===== src/design/bae_pkg.sv =====
// Shared types and constants for the binary arithmetic encoder.
package bae_pkg;

    localparam int QUEUE_DEPTH_DEF = 4;

    localparam int RANGE_W  = 32;
    localparam int PROB_W   = 16;
    localparam int BYTE_W   = 8;
    localparam int IN_DATA_W  = 24;
    localparam int OUT_DATA_W = 8;

    localparam logic CMD_ENCODE = 1'b0;
    localparam logic CMD_FINISH = 1'b1;

    localparam logic [RANGE_W-1:0] LOW_RESET  = 32'h0000_0000;
    localparam logic [RANGE_W-1:0] HIGH_RESET = 32'hffff_ffff;
    localparam logic [BYTE_W-1:0]  FILL_BYTE  = 8'hff;

    // Drain limits per command (bytes emitted while top bytes agree)
    localparam logic [2:0] ENC_DRAIN_MAX = 3'd4;
    localparam logic [2:0] FIN_DRAIN_MAX = 3'd3;

    typedef struct packed {
        logic                is_finish;
        logic [PROB_W-1:0]   prob_one;
        logic                bit_value;
    } t_bae_item;

    typedef struct packed {
        logic      valid;
        t_bae_item item;
    } t_bae_head;

    typedef struct packed {
        logic busy;
    } t_bae_status;

endpackage


===== src/design/bae_front.sv =====
// Front end: takes input beats, decodes the command and queues items for the back end.
module bae_front #(
    parameter int QUEUE_DEPTH = bae_pkg::QUEUE_DEPTH_DEF
) (
    input  logic                          i_clk,
    input  logic                          i_rst_n,
    input  logic                          s_axis_tvalid,
    output logic                          s_axis_tready,
    // tdata: prob_one [15:0], bit_value [16], zero pad [23:17]
    input  logic [bae_pkg::IN_DATA_W-1:0] s_axis_tdata,
    // tuser: command [0]
    input  logic                          s_axis_tuser,
    input  logic                          i_pop,
    output bae_pkg::t_bae_head            o_head
);
    import bae_pkg::*;

    localparam int PTR_W = (QUEUE_DEPTH > 1) ? $clog2(QUEUE_DEPTH) : 1;
    localparam int CNT_W = $clog2(QUEUE_DEPTH + 1);

    t_bae_item              r_mem [QUEUE_DEPTH];
    logic [PTR_W-1:0]       r_wr_ptr;
    logic [PTR_W-1:0]       r_rd_ptr;
    logic [CNT_W-1:0]       r_count;
    t_bae_item              w_item;
    logic                   w_push;

    assign s_axis_tready = (r_count != CNT_W'(QUEUE_DEPTH));
    assign w_push        = s_axis_tvalid && s_axis_tready;

    always_comb begin
        w_item.is_finish = (s_axis_tuser == CMD_FINISH);
        w_item.prob_one  = s_axis_tdata[PROB_W-1:0];
        w_item.bit_value = s_axis_tdata[PROB_W];
    end

    always_ff @(posedge i_clk) begin
        if (w_push) begin
            r_mem[r_wr_ptr] <= w_item;
        end
    end

    always_ff @(posedge i_clk) begin
        if (!i_rst_n) begin
            r_wr_ptr <= '0;
            r_rd_ptr <= '0;
            r_count  <= '0;
        end else begin
            if (w_push) begin
                r_wr_ptr <= (r_wr_ptr == PTR_W'(QUEUE_DEPTH - 1)) ? '0 : r_wr_ptr + 1'b1;
            end
            if (i_pop) begin
                r_rd_ptr <= (r_rd_ptr == PTR_W'(QUEUE_DEPTH - 1)) ? '0 : r_rd_ptr + 1'b1;
            end
            case ({w_push, i_pop})
                2'b10:   r_count <= r_count + 1'b1;
                2'b01:   r_count <= r_count - 1'b1;
                default: r_count <= r_count;
            endcase
        end
    end

    assign o_head.valid = (r_count != '0);
    assign o_head.item  = r_mem[r_rd_ptr];

endmodule


===== src/design/bae_back.sv =====
// Back end: interval split, renormalization and byte output register.
module bae_back (
    input  logic                           i_clk,
    input  logic                           i_rst_n,
    input  bae_pkg::t_bae_head             i_head,
    output logic                           o_pop,
    output bae_pkg::t_bae_status           o_status,
    output logic                           m_axis_tvalid,
    input  logic                           m_axis_tready,
    // tdata: out_byte [7:0]
    output logic [bae_pkg::OUT_DATA_W-1:0] m_axis_tdata,
    output logic                           m_axis_tlast
);
    import bae_pkg::*;

    localparam logic [2:0] ST_IDLE  = 3'd0;
    localparam logic [2:0] ST_MUL   = 3'd1;
    localparam logic [2:0] ST_MID   = 3'd2;
    localparam logic [2:0] ST_DRAIN = 3'd3;
    localparam logic [2:0] ST_FINAL = 3'd4;

    logic [2:0]          r_state;
    logic [RANGE_W-1:0]  r_low;
    logic [RANGE_W-1:0]  r_high;
    logic [RANGE_W-1:0]  r_d;
    logic [RANGE_W-1:0]  r_hi_part;
    logic [PROB_W-1:0]   r_lo_part;
    logic [PROB_W-1:0]   r_prob;
    logic                r_bit;
    logic                r_finish;
    logic [2:0]          r_cnt;
    logic                r_out_valid;
    logic [BYTE_W-1:0]   r_out_byte;
    logic                r_out_last;

    logic [RANGE_W-1:0]  w_lo_prod;
    logic [RANGE_W-1:0]  w_mid;
    logic                w_agree;
    logic                w_can_emit;
    logic [2:0]          w_limit;
    logic                w_emit;

    assign w_lo_prod  = RANGE_W'(r_d[PROB_W-1:0]) * RANGE_W'(r_prob);
    assign w_mid      = r_low + r_hi_part + RANGE_W'(r_lo_part);
    assign w_agree    = (r_low[31:24] == r_high[31:24]);
    assign w_can_emit = !r_out_valid || m_axis_tready;
    assign w_limit    = r_finish ? FIN_DRAIN_MAX : ENC_DRAIN_MAX;
    // a byte is loaded into the output register this cycle
    assign w_emit     = ((r_state == ST_DRAIN) && w_agree && (r_cnt < w_limit) && w_can_emit) ||
                        ((r_state == ST_FINAL) && w_can_emit);

    assign o_pop         = (r_state == ST_IDLE) && i_head.valid;
    assign o_status.busy = (r_state != ST_IDLE);

    always_ff @(posedge i_clk) begin
        if (!i_rst_n) begin
            r_state     <= ST_IDLE;
            r_low       <= LOW_RESET;
            r_high      <= HIGH_RESET;
            r_out_valid <= 1'b0;
            r_cnt       <= '0;
            r_finish    <= 1'b0;
        end else begin
            if (w_emit) begin
                r_out_valid <= 1'b1;
            end else if (m_axis_tready) begin
                r_out_valid <= 1'b0;
            end
            case (r_state)
                ST_IDLE: begin
                    if (i_head.valid) begin
                        r_finish <= i_head.item.is_finish;
                        r_prob   <= i_head.item.prob_one;
                        r_bit    <= i_head.item.bit_value;
                        r_d      <= r_high - r_low;
                        r_cnt    <= '0;
                        r_state  <= i_head.item.is_finish ? ST_DRAIN : ST_MUL;
                    end
                end
                ST_MUL: begin
                    r_hi_part <= RANGE_W'(r_d[31:16]) * RANGE_W'(r_prob);
                    r_lo_part <= w_lo_prod[31:16];
                    r_state   <= ST_MID;
                end
                ST_MID: begin
                    if (r_bit) begin
                        r_high <= w_mid;
                    end else begin
                        r_low <= w_mid + 1'b1;
                    end
                    r_state <= ST_DRAIN;
                end
                ST_DRAIN: begin
                    if (w_agree && (r_cnt < w_limit)) begin
                        if (w_can_emit) begin
                            r_out_byte  <= r_high[31:24];
                            // last byte of an encode: limit reached or next bytes differ
                            r_out_last  <= !r_finish &&
                                           ((r_cnt == ENC_DRAIN_MAX - 3'd1) ||
                                            (r_low[23:16] != r_high[23:16]));
                            r_low       <= {r_low[23:0], 8'h00};
                            r_high      <= {r_high[23:0], FILL_BYTE};
                            r_cnt       <= r_cnt + 3'd1;
                        end
                    end else begin
                        r_state <= r_finish ? ST_FINAL : ST_IDLE;
                    end
                end
                ST_FINAL: begin
                    if (w_can_emit) begin
                        r_out_byte  <= r_high[31:24];
                        r_out_last  <= 1'b1;
                        r_low       <= LOW_RESET;
                        r_high      <= HIGH_RESET;
                        r_state     <= ST_IDLE;
                    end
                end
                default: begin
                    r_state <= ST_IDLE;
                end
            endcase
        end
    end

    assign m_axis_tvalid = r_out_valid;
    assign m_axis_tdata  = r_out_byte;
    assign m_axis_tlast  = r_out_last;

endmodule


===== src/design/binary_arithmetic_encoder_top.sv =====
// Top level of the carry-less binary arithmetic encoder.
//
// Input stream (s_axis): one beat per item. tuser is the command (0 encode a bit,
// 1 finish and flush); tdata carries the probability of a one and the bit.
// Output stream (m_axis): one beat per compressed byte; tlast marks the final
// byte caused by an input item. An encode item gives 0 to 4 bytes, a finish
// item 1 to 4 bytes and then returns the interval to its start values.
// Items enter a queue of QUEUE_DEPTH entries, so input beats are taken while
// the back end works or the receiver stalls; s_axis_tready drops when it fills.
// In the back end an encode item passes through the difference, two 16x16
// partial products and the midpoint add, then the drain; a finish goes
// through the drain to the final byte. The drain emits one byte per cycle
// at the output register while the receiver does not stall.
// When the receiver stalls, the output register holds its byte and the back
// end waits; the queue keeps accepting until full.
// Reset (synchronous, active low) empties the queue, clears the output and
// sets the interval to low = 0, high = all ones.
module binary_arithmetic_encoder_top #(
    parameter int QUEUE_DEPTH = bae_pkg::QUEUE_DEPTH_DEF
) (
    input  logic                           i_clk,
    input  logic                           i_rst_n,
    input  logic                           s_axis_tvalid,
    output logic                           s_axis_tready,
    // tdata: prob_one [15:0], bit_value [16], zero pad [23:17]
    input  logic [bae_pkg::IN_DATA_W-1:0]  s_axis_tdata,
    // tuser: command [0]
    input  logic                           s_axis_tuser,
    output logic                           m_axis_tvalid,
    input  logic                           m_axis_tready,
    // tdata: out_byte [7:0]
    output logic [bae_pkg::OUT_DATA_W-1:0] m_axis_tdata,
    output logic                           m_axis_tlast
);
    import bae_pkg::*;

    t_bae_head   w_head;
    t_bae_status w_status;
    logic        w_pop;

    bae_front #(
        .QUEUE_DEPTH(QUEUE_DEPTH)
    ) u_front (
        .i_clk         (i_clk),
        .i_rst_n       (i_rst_n),
        .s_axis_tvalid (s_axis_tvalid),
        .s_axis_tready (s_axis_tready),
        .s_axis_tdata  (s_axis_tdata),
        .s_axis_tuser  (s_axis_tuser),
        .i_pop         (w_pop),
        .o_head        (w_head)
    );

    bae_back u_back (
        .i_clk         (i_clk),
        .i_rst_n       (i_rst_n),
        .i_head        (w_head),
        .o_pop         (w_pop),
        .o_status      (w_status),
        .m_axis_tvalid (m_axis_tvalid),
        .m_axis_tready (m_axis_tready),
        .m_axis_tdata  (m_axis_tdata),
        .m_axis_tlast  (m_axis_tlast)
    );

`ifndef SYNTHESIS
    a_pop_needs_item: assert property (@(posedge i_clk) disable iff (!i_rst_n)
        w_pop |-> w_head.valid)
        else $error("back end popped an empty queue");

    a_pop_starts_work: assert property (@(posedge i_clk) disable iff (!i_rst_n)
        w_pop |=> w_status.busy)
        else $error("back end did not start work after a pop");

    a_busy_blocks_pop: assert property (@(posedge i_clk) disable iff (!i_rst_n)
        w_status.busy |-> !w_pop)
        else $error("back end popped while busy");

    a_reset_idle: assert property (@(posedge i_clk)
        !i_rst_n |=> !w_status.busy && !m_axis_tvalid)
        else $error("back end not idle after reset");
`endif

endmodule


===== config.mk =====
export PLATFORM = sky130hd
export DESIGN_NAME = binary_arithmetic_encoder_top
export DESIGN_NICKNAME = d
export VERILOG_FILES = /design/src/design/bae_pkg.sv /design/src/design/bae_front.sv /design/src/design/bae_back.sv /design/src/design/binary_arithmetic_encoder_top.sv
export SDC_FILE = /design/constraint.sdc
export NUM_CORES = 2
export LEC_CHECK = 0
export BUFFER_PORTS_ARGS = -buffer_cell sky130_fd_sc_hd__buf_4
export CORE_AREA = 2 2 299 301
export CTS_CLUSTER_DIAMETER = 40
export DETAILED_ROUTE_END_ITERATION = 8
export DIE_AREA = 0 0 301 303
export PLACE_DENSITY_LB_ADDON = 0.08
export SYNTH_ARGS = -nofsm -noshare
export SYNTH_HDL_FRONTEND = slang
export SYNTH_HIERARCHICAL = 1
export SYNTH_SLANG_ARGS = --single-unit

===== constraint.sdc =====
create_clock -name i_clk -period 6.4 [get_ports i_clk]
set_clock_uncertainty 0.15 [all_clocks]
set_input_delay 1.28 -clock i_clk [delete_from_list [all_inputs] [get_ports i_clk]]
set_output_delay 1.28 -clock i_clk [all_outputs]
set_load 0.01 [all_outputs]

Word-level counts from Yosys, hierarchy flattened:

Memories as Yosys holds them, arrays and structs flattened. A register that Yosys moved wholly into a read port is not among the register bits.
Index checks and enable logic that the tools add are counted.

* memories: 1
* register bits after elaboration: 185
* logic and storage cells: 114
* bits in writable memories: 72

* magnitude comparators: 1
* add/sub/neg operators: 9
* mux-type cells: 37
* reduce and logical (&&, ||, !) cells: 29
* equality and inequality tests: 19
* multipliers: 2

Memory list
* u_front.r_mem: depth 4, width 18, rd ports 1, clocked after memory_dff 1, write ports 1, line bae_front.sv:21 `t_bae_item r_mem [QUEUE_DEPTH];`

Operators with widths (count)
* $mux W32: 8
* $pmux W32 S3: 2
* $mul A16 B16 Y32: 2
* $add A32 B1 Y32 const B: 1
* $add A32 B16 Y32: 1
* $add A32 B32 Y32: 1
* $sub A32 B32 Y32: 1
* $mux W3: 8
* $mux W8: 2
* $pmux W8 S2: 1
* $pmux W3 S5: 1
* $reduce_and A5 Y1: 3
* $pmux W3 S2: 2
* $mux W2: 5
* $eq A3 B2 Y1 const B: 3
* $reduce_and A3 Y1: 3
* $eq A8 B8 Y1: 1
* $logic_and A1 B1 Y1: 8
* $ne A2 B1 Y1 const B: 4
* $ne A8 B8 Y1: 1
* $reduce_bool A2 Y1: 4
* $mux W1: 7
* $add A3 B1 Y3 const B: 2
* $eq A2 B2 Y1 const B: 3
* 15 further kinds: 23

Depth between registers and ports, before layout:

* depth after elaboration: 6
* mapped depth: 24

Cells and area by module:

Netlist, hierarchy kept.

By module, submodules not included
* bae_back: seq. area each 4624.4 µm², cells each 3018, instances 1, area each 27497.6 µm²
* bae_front: seq. area each 2342.2 µm², cells each 142, instances 1, area each 3086.7 µm²

Worst setup path before layout:

Ideal clock, no wire load.

* path type: input -> register
* from: in i_rst_n
* to: reg u_back.r_hi_part[0], enable pin
* slack: -186 ps
* required time: 5677 ps
* data arrival time: 5863 ps
* stages: 2
* library setup time: 573 ps
* cell sequence: inv_1 > nor4_1

* word-level cells in the longest chain between the ends: 1

RTL lines
* from (decl): line binary_arithmetic_encoder_top.sv:22 `input logic i_rst_n,`
* $reduce_and A2 Y1 (no source line)
* to (signal assigned): line bae_back.sv:81 `r_hi_part <= RANGE_W'(r_d[31:16]) * RANGE_W'(r_prob);`
* to (decl): line bae_back.sv:26 `logic [RANGE_W-1:0] r_hi_part;`

No other way between the ends.
A chain may end at the register's enable or synchronous reset.

Final worst setup path:

* from: reg u_back.r_d[7]
* to: reg u_back.r_lo_part[15], data pin

* word-level cells in the longest chain between the ends: 1

RTL lines
* from (decl): line bae_back.sv:25 `logic [RANGE_W-1:0] r_d;`
* from (signal assigned): line bae_back.sv:75 `r_d <= r_high - r_low;`
* $mul A16 B16 Y32: line bae_back.sv:43 `assign w_lo_prod = RANGE_W'(r_d[PROB_W-1:0]) * RANGE_W'(r_prob);`
* named net u_back.w_lo_prod[31]: line bae_back.sv:36 `logic [RANGE_W-1:0] w_lo_prod;`
* to (signal assigned): line bae_back.sv:82 `r_lo_part <= w_lo_prod[31:16];`
* to (decl): line bae_back.sv:27 `logic [PROB_W-1:0] r_lo_part;`

The timed path passes the listed nets, and every way through them passes these cells.

==> results.json <==
{
  "run_status": "finished, violations left",
  "violations_in_the_final_reports": "negative setup slack",
  "clk_pin_slew_worst_paths_ps": 50,
  "seq_area_sq_mm": 0.00697,
  "layout-area-overhead-vs-synth_pct": 20.1,
  "vias": 23080,
  "synth_ff_type": "sky130_fd_sc_hd__edfxtp_1",
  "ys_ff_latch": 259,
  "clock_tree.buffer_depth": 3,
  "hold_path_class": "register to register",
  "die_area_sq_mm": 0.0912,
  "critPathLaunchType": "register",
  "synth.yosys.warnings": 6,
  "gr-usage-all-layers_pct": 19.8,
  "critical_path.endpoint_type": "register",
  "rsz0062_at_grt": "yes",
  "slew_headroom_pct": 21.7,
  "route.antenna.remaining_nets": 0,
  "cts_tree": "yes",
  "synthArstFlopShare_pct": 0,
  "period_share_pct": 104,
  "boundaryPins": 40,
  "cts.hold.buffers_added": 0,
  "clock-root-buffer": "sky130_fd_sc_hd__clkbuf_16",
  "worst-setup-path-type": "register to register",
  "synthesized_area_fraction_occupied_by_ao_oa_aoi_and_oai_cells_pct": 9.59,
  "critical_path_peak_fanout": 8,
  "timing_hold_violations_final": 0,
  "maxCapViolations": 0,
  "maxClockFrequency_mhz": 150,
  "layout.filler_cells": 8561,
  "clock_insertion_delay_worst_skew_ps": 610,
  "setup_slack_ps": -268,
  "syn_area_per_cell_sq_um": 9.68,
  "netlist-cell-type-count": 86,
  "ys_seq_area_share_pct": 22.8,
  "timing_worst_slew_pin_value_ps": 1170,
  "final.min_clock_period_ps": 6670,
  "multi_input_area_sq_mm": 0.0220,
  "grt_overflow_total": 0,
  "drt-vias-per-instance": 5.03,
  "mostFrequentLayoutCell": "sky130_fd_sc_hd__inv_1",
  "tritoncts.num_buffers": 52,
  "cts_sinks": 259,
  "post_synth_instance_area_sq_mm": 0.0306,
  "cts.htree.levels": 2,
  "gp_congestion": 0.857,
  "floorplan.rows": 109,
  "synth_top_family_by_area": "adder cells",
  "dp_slack_ps": -460,
  "synth.mux.area_fraction_pct": 1.75,
  "critical_path_required_ps": 6590,
  "vias_in_the_first_global_route": 24537,
  "syn-num-nets": 3887,
  "share_of_layout_cells_above_drive_strength_1_pct": 17.5,
  "nets": 4107,
  "grt_antenna_before_repair": 0,
  "die_w_um": 301,
  "dp.final_hpwl_um": 71300,
  "crit_arrival_ps": 6860,
  "yosys.area_share.simple_pct": 16.5,
  "dr.first_iter.drc_count": 1301,
  "report.final.slew_viol_count": 0,
  "initial_core_utilization_pct": 34.8,
  "die-height_um": 303,
  "final_cell_mix": "sky130_fd_sc_hd__inv_1, sky130_fd_sc_hd__fa_1, sky130_fd_sc_hd__nand2_1",
  "synth_adder_area_share_pct": 38.5,
  "wl_um": 88600,
  "netlist_instances": 3160,
  "drt-pass1-iter-count": 5,
  "synth-xor-area-share_pct": 2.89,
  "pin_count_of_the_biggest_net_entering_global_routing": 80,
  "total_drc_errors_in_the_routed_layout": 0,
  "routed_wire_length_per_instance_um": 19.3,
  "utilization_after_layout_pct": 41.8,
  "setup_viol": 15,
  "first_pass_grt_wire_length_um": 141000,
  "synth_edf_count": 178,
  "port_buffers": 32,
  "floorplan.core_area_sq_mm": 0.0880
}
-- cells in the mapped netlist (5+ instances only) --
cell type	number	share of area, %
sky130_fd_sc_hd__a221oi_1	17	0.49
sky130_fd_sc_hd__nor3_1	41	0.67
sky130_fd_sc_hd__fa_1	406	27
sky130_fd_sc_hd__ha_1	292	12
sky130_fd_sc_hd__nor2b_1	21	0.43
sky130_fd_sc_hd__a221o_1	5	0.16
sky130_fd_sc_hd__or4_1	6	0.15
sky130_fd_sc_hd__a21oi_1	100	1.6
sky130_fd_sc_hd__o21bai_1	5	0.12
sky130_fd_sc_hd__o21ai_1	7	0.11
sky130_fd_sc_hd__buf_2	7	0.11
sky130_fd_sc_hd__o31ai_1	6	0.15
sky130_fd_sc_hd__a211o_1	7	0.20
sky130_fd_sc_hd__or2_2	11	0.23
sky130_fd_sc_hd__nor2_1	123	1.5
sky130_fd_sc_hd__a21o_1	46	1.1
sky130_fd_sc_hd__o221ai_1	18	0.52
sky130_fd_sc_hd__edfxtp_1	178	17
sky130_fd_sc_hd__nand3b_1	5	0.12
sky130_fd_sc_hd__clkbuf_1	122	1.5
sky130_fd_sc_hd__nand3_1	58	0.95
sky130_fd_sc_hd__nor4_1	6	0.12
sky130_fd_sc_hd__xnor2_1	69	2.0
sky130_fd_sc_hd__or3_1	15	0.31
sky130_fd_sc_hd__and3_1	25	0.51
sky130_fd_sc_hd__nand2b_1	19	0.39
sky130_fd_sc_hd__o21a_1	19	0.47
sky130_fd_sc_hd__dfxtp_1	81	5.3
sky130_fd_sc_hd__o211ai_1	11	0.27
sky130_fd_sc_hd__a21boi_0	10	0.25
sky130_fd_sc_hd__nand4_1	15	0.31
sky130_fd_sc_hd__and2_1	255	5.2
sky130_fd_sc_hd__a22oi_1	11	0.27
sky130_fd_sc_hd__xor2_1	32	0.92
sky130_fd_sc_hd__inv_1	500	6.1
sky130_fd_sc_hd__a2111oi_0	7	0.20
sky130_fd_sc_hd__mux2i_1	13	0.43
sky130_fd_sc_hd__mux4_2	18	1.3
sky130_fd_sc_hd__nand2_1	383	4.7
sky130_fd_sc_hd__a211oi_1	26	0.64
sky130_fd_sc_hd__o21ai_0	67	1.1
sky130_fd_sc_hd__a31oi_1	18	0.37
-- final timing paths --
check | endpoint | slack (ps) | from | cells past startpoint
max | u_back/r_lo_part[15]$_DFFE_PP_ | -270 | u_back/r_d[7]$_DFFE_PP_ | 21
min | u_back/m_axis_tdata[3]$_DFFE_PP_ | 340 | u_back/r_high[27]$_SDFFE_PN1P_ | 0
max reg2reg | u_back/r_lo_part[15]$_DFFE_PP_ | -270 | u_back/r_d[7]$_DFFE_PP_ | 21
min reg2reg | u_back/m_axis_tdata[3]$_DFFE_PP_ | 340 | u_back/r_high[27]$_SDFFE_PN1P_ | 0
-- cell families after synthesis --
| family | after synthesis |
|---|---|
| simple gates | 1011 |
| fa+ha+maj | 698 |
| buf+inv | 637 |
| compound gates | 423 |
| flops | 259 |
| xor+xnor | 101 |
| mux | 31 |
-- critical path: stages, from the launching register on --
cell and delay [ps]:
sky130_fd_sc_hd__edfxtp_1 570, sky130_fd_sc_hd__buf_4 180, sky130_fd_sc_hd__buf_4 150, sky130_fd_sc_hd__nand2_1 80, sky130_fd_sc_hd__fa_1 510, sky130_fd_sc_hd__inv_1 50, sky130_fd_sc_hd__fa_1 460, sky130_fd_sc_hd__fa_1 540
sky130_fd_sc_hd__fa_1 450, sky130_fd_sc_hd__fa_1 510, sky130_fd_sc_hd__fa_1 420, sky130_fd_sc_hd__ha_1 300, sky130_fd_sc_hd__and3_4 190, sky130_fd_sc_hd__a221o_1 350, sky130_fd_sc_hd__a21oi_2 210, sky130_fd_sc_hd__o311ai_4 150
sky130_fd_sc_hd__o2111ai_4 150, sky130_fd_sc_hd__a211o_1 240, sky130_fd_sc_hd__a21oi_2 80, sky130_fd_sc_hd__or3_4 350, sky130_fd_sc_hd__a31oi_4 210, sky130_fd_sc_hd__xnor2_2 80
-- routing by layer --
layer  up-vias  part of all wire (%)  global-route usage, %
li1      10825                     -                      -
met1     11777                    44                   26.5
met2       398                    51                   35.1
met3        80                   3.4                   2.01
met4         0                   1.6                   3.78
met5         -                     0                      0
-- layout make-up --
class	count	area share (%)
Antenna cell	2	0.0136
Clock buffer	55	3.60
Clock inverter	42	1.18
Inverter	500	5.11
Multi-Input combinational cell	2264	59.9
Sequential cell	259	19.0
Tap cell	1165	3.97
Timing Repair Buffer	303	7.29
-- metrics by stage --
step           hold WS (ps)  instance area, sq um  setup TNS, ps  instances
2_1_floorplan           284                 30600              0       3160
3_3_place_gp            333                 33800          -6300       4458
3_5_place_dp            336                 33800          -6560       4458
4_1_cts                 352                 36200          -2710       4572
5_1_grt                 365                 36700          -5830       4588
6_report                343                 36700          -1730       4590
-- state kept, by name, indices dropped and copies added, names as in the netlist, 2 cells and up, named ones only --
| name | cells |
|---|---|
| u_back/r_prob | 16 |
| u_back/r_cnt | 3 |
| u_front/r_wr_ptr | 2 |
| u_back/r_low | 32 |
| u_back/r_high | 32 |
| u_back/m_axis_tdata | 8 |
| u_front/r_rd_ptr | 2 |
| u_front/r_count | 3 |
| u_back/r_lo_part | 16 |
| u_back/r_hi_part | 32 |
| u_back/r_state | 3 |
| u_back/r_d | 32 |
| u_front/r_mem | 72 |
-- timing repair --
action | in CTS | in global routing
endpoints found under the hold margin | 0 | 0
setup buffers | 22 | 23
cloned | 1 | 0
resized for setup | 100 | 111
setup endpoints to repair | 22 | 26
pin swaps | 55 | 85
Power is not shown: default switching activity piles up to over one toggle a cycle in this logic, so the estimate is an artifact.
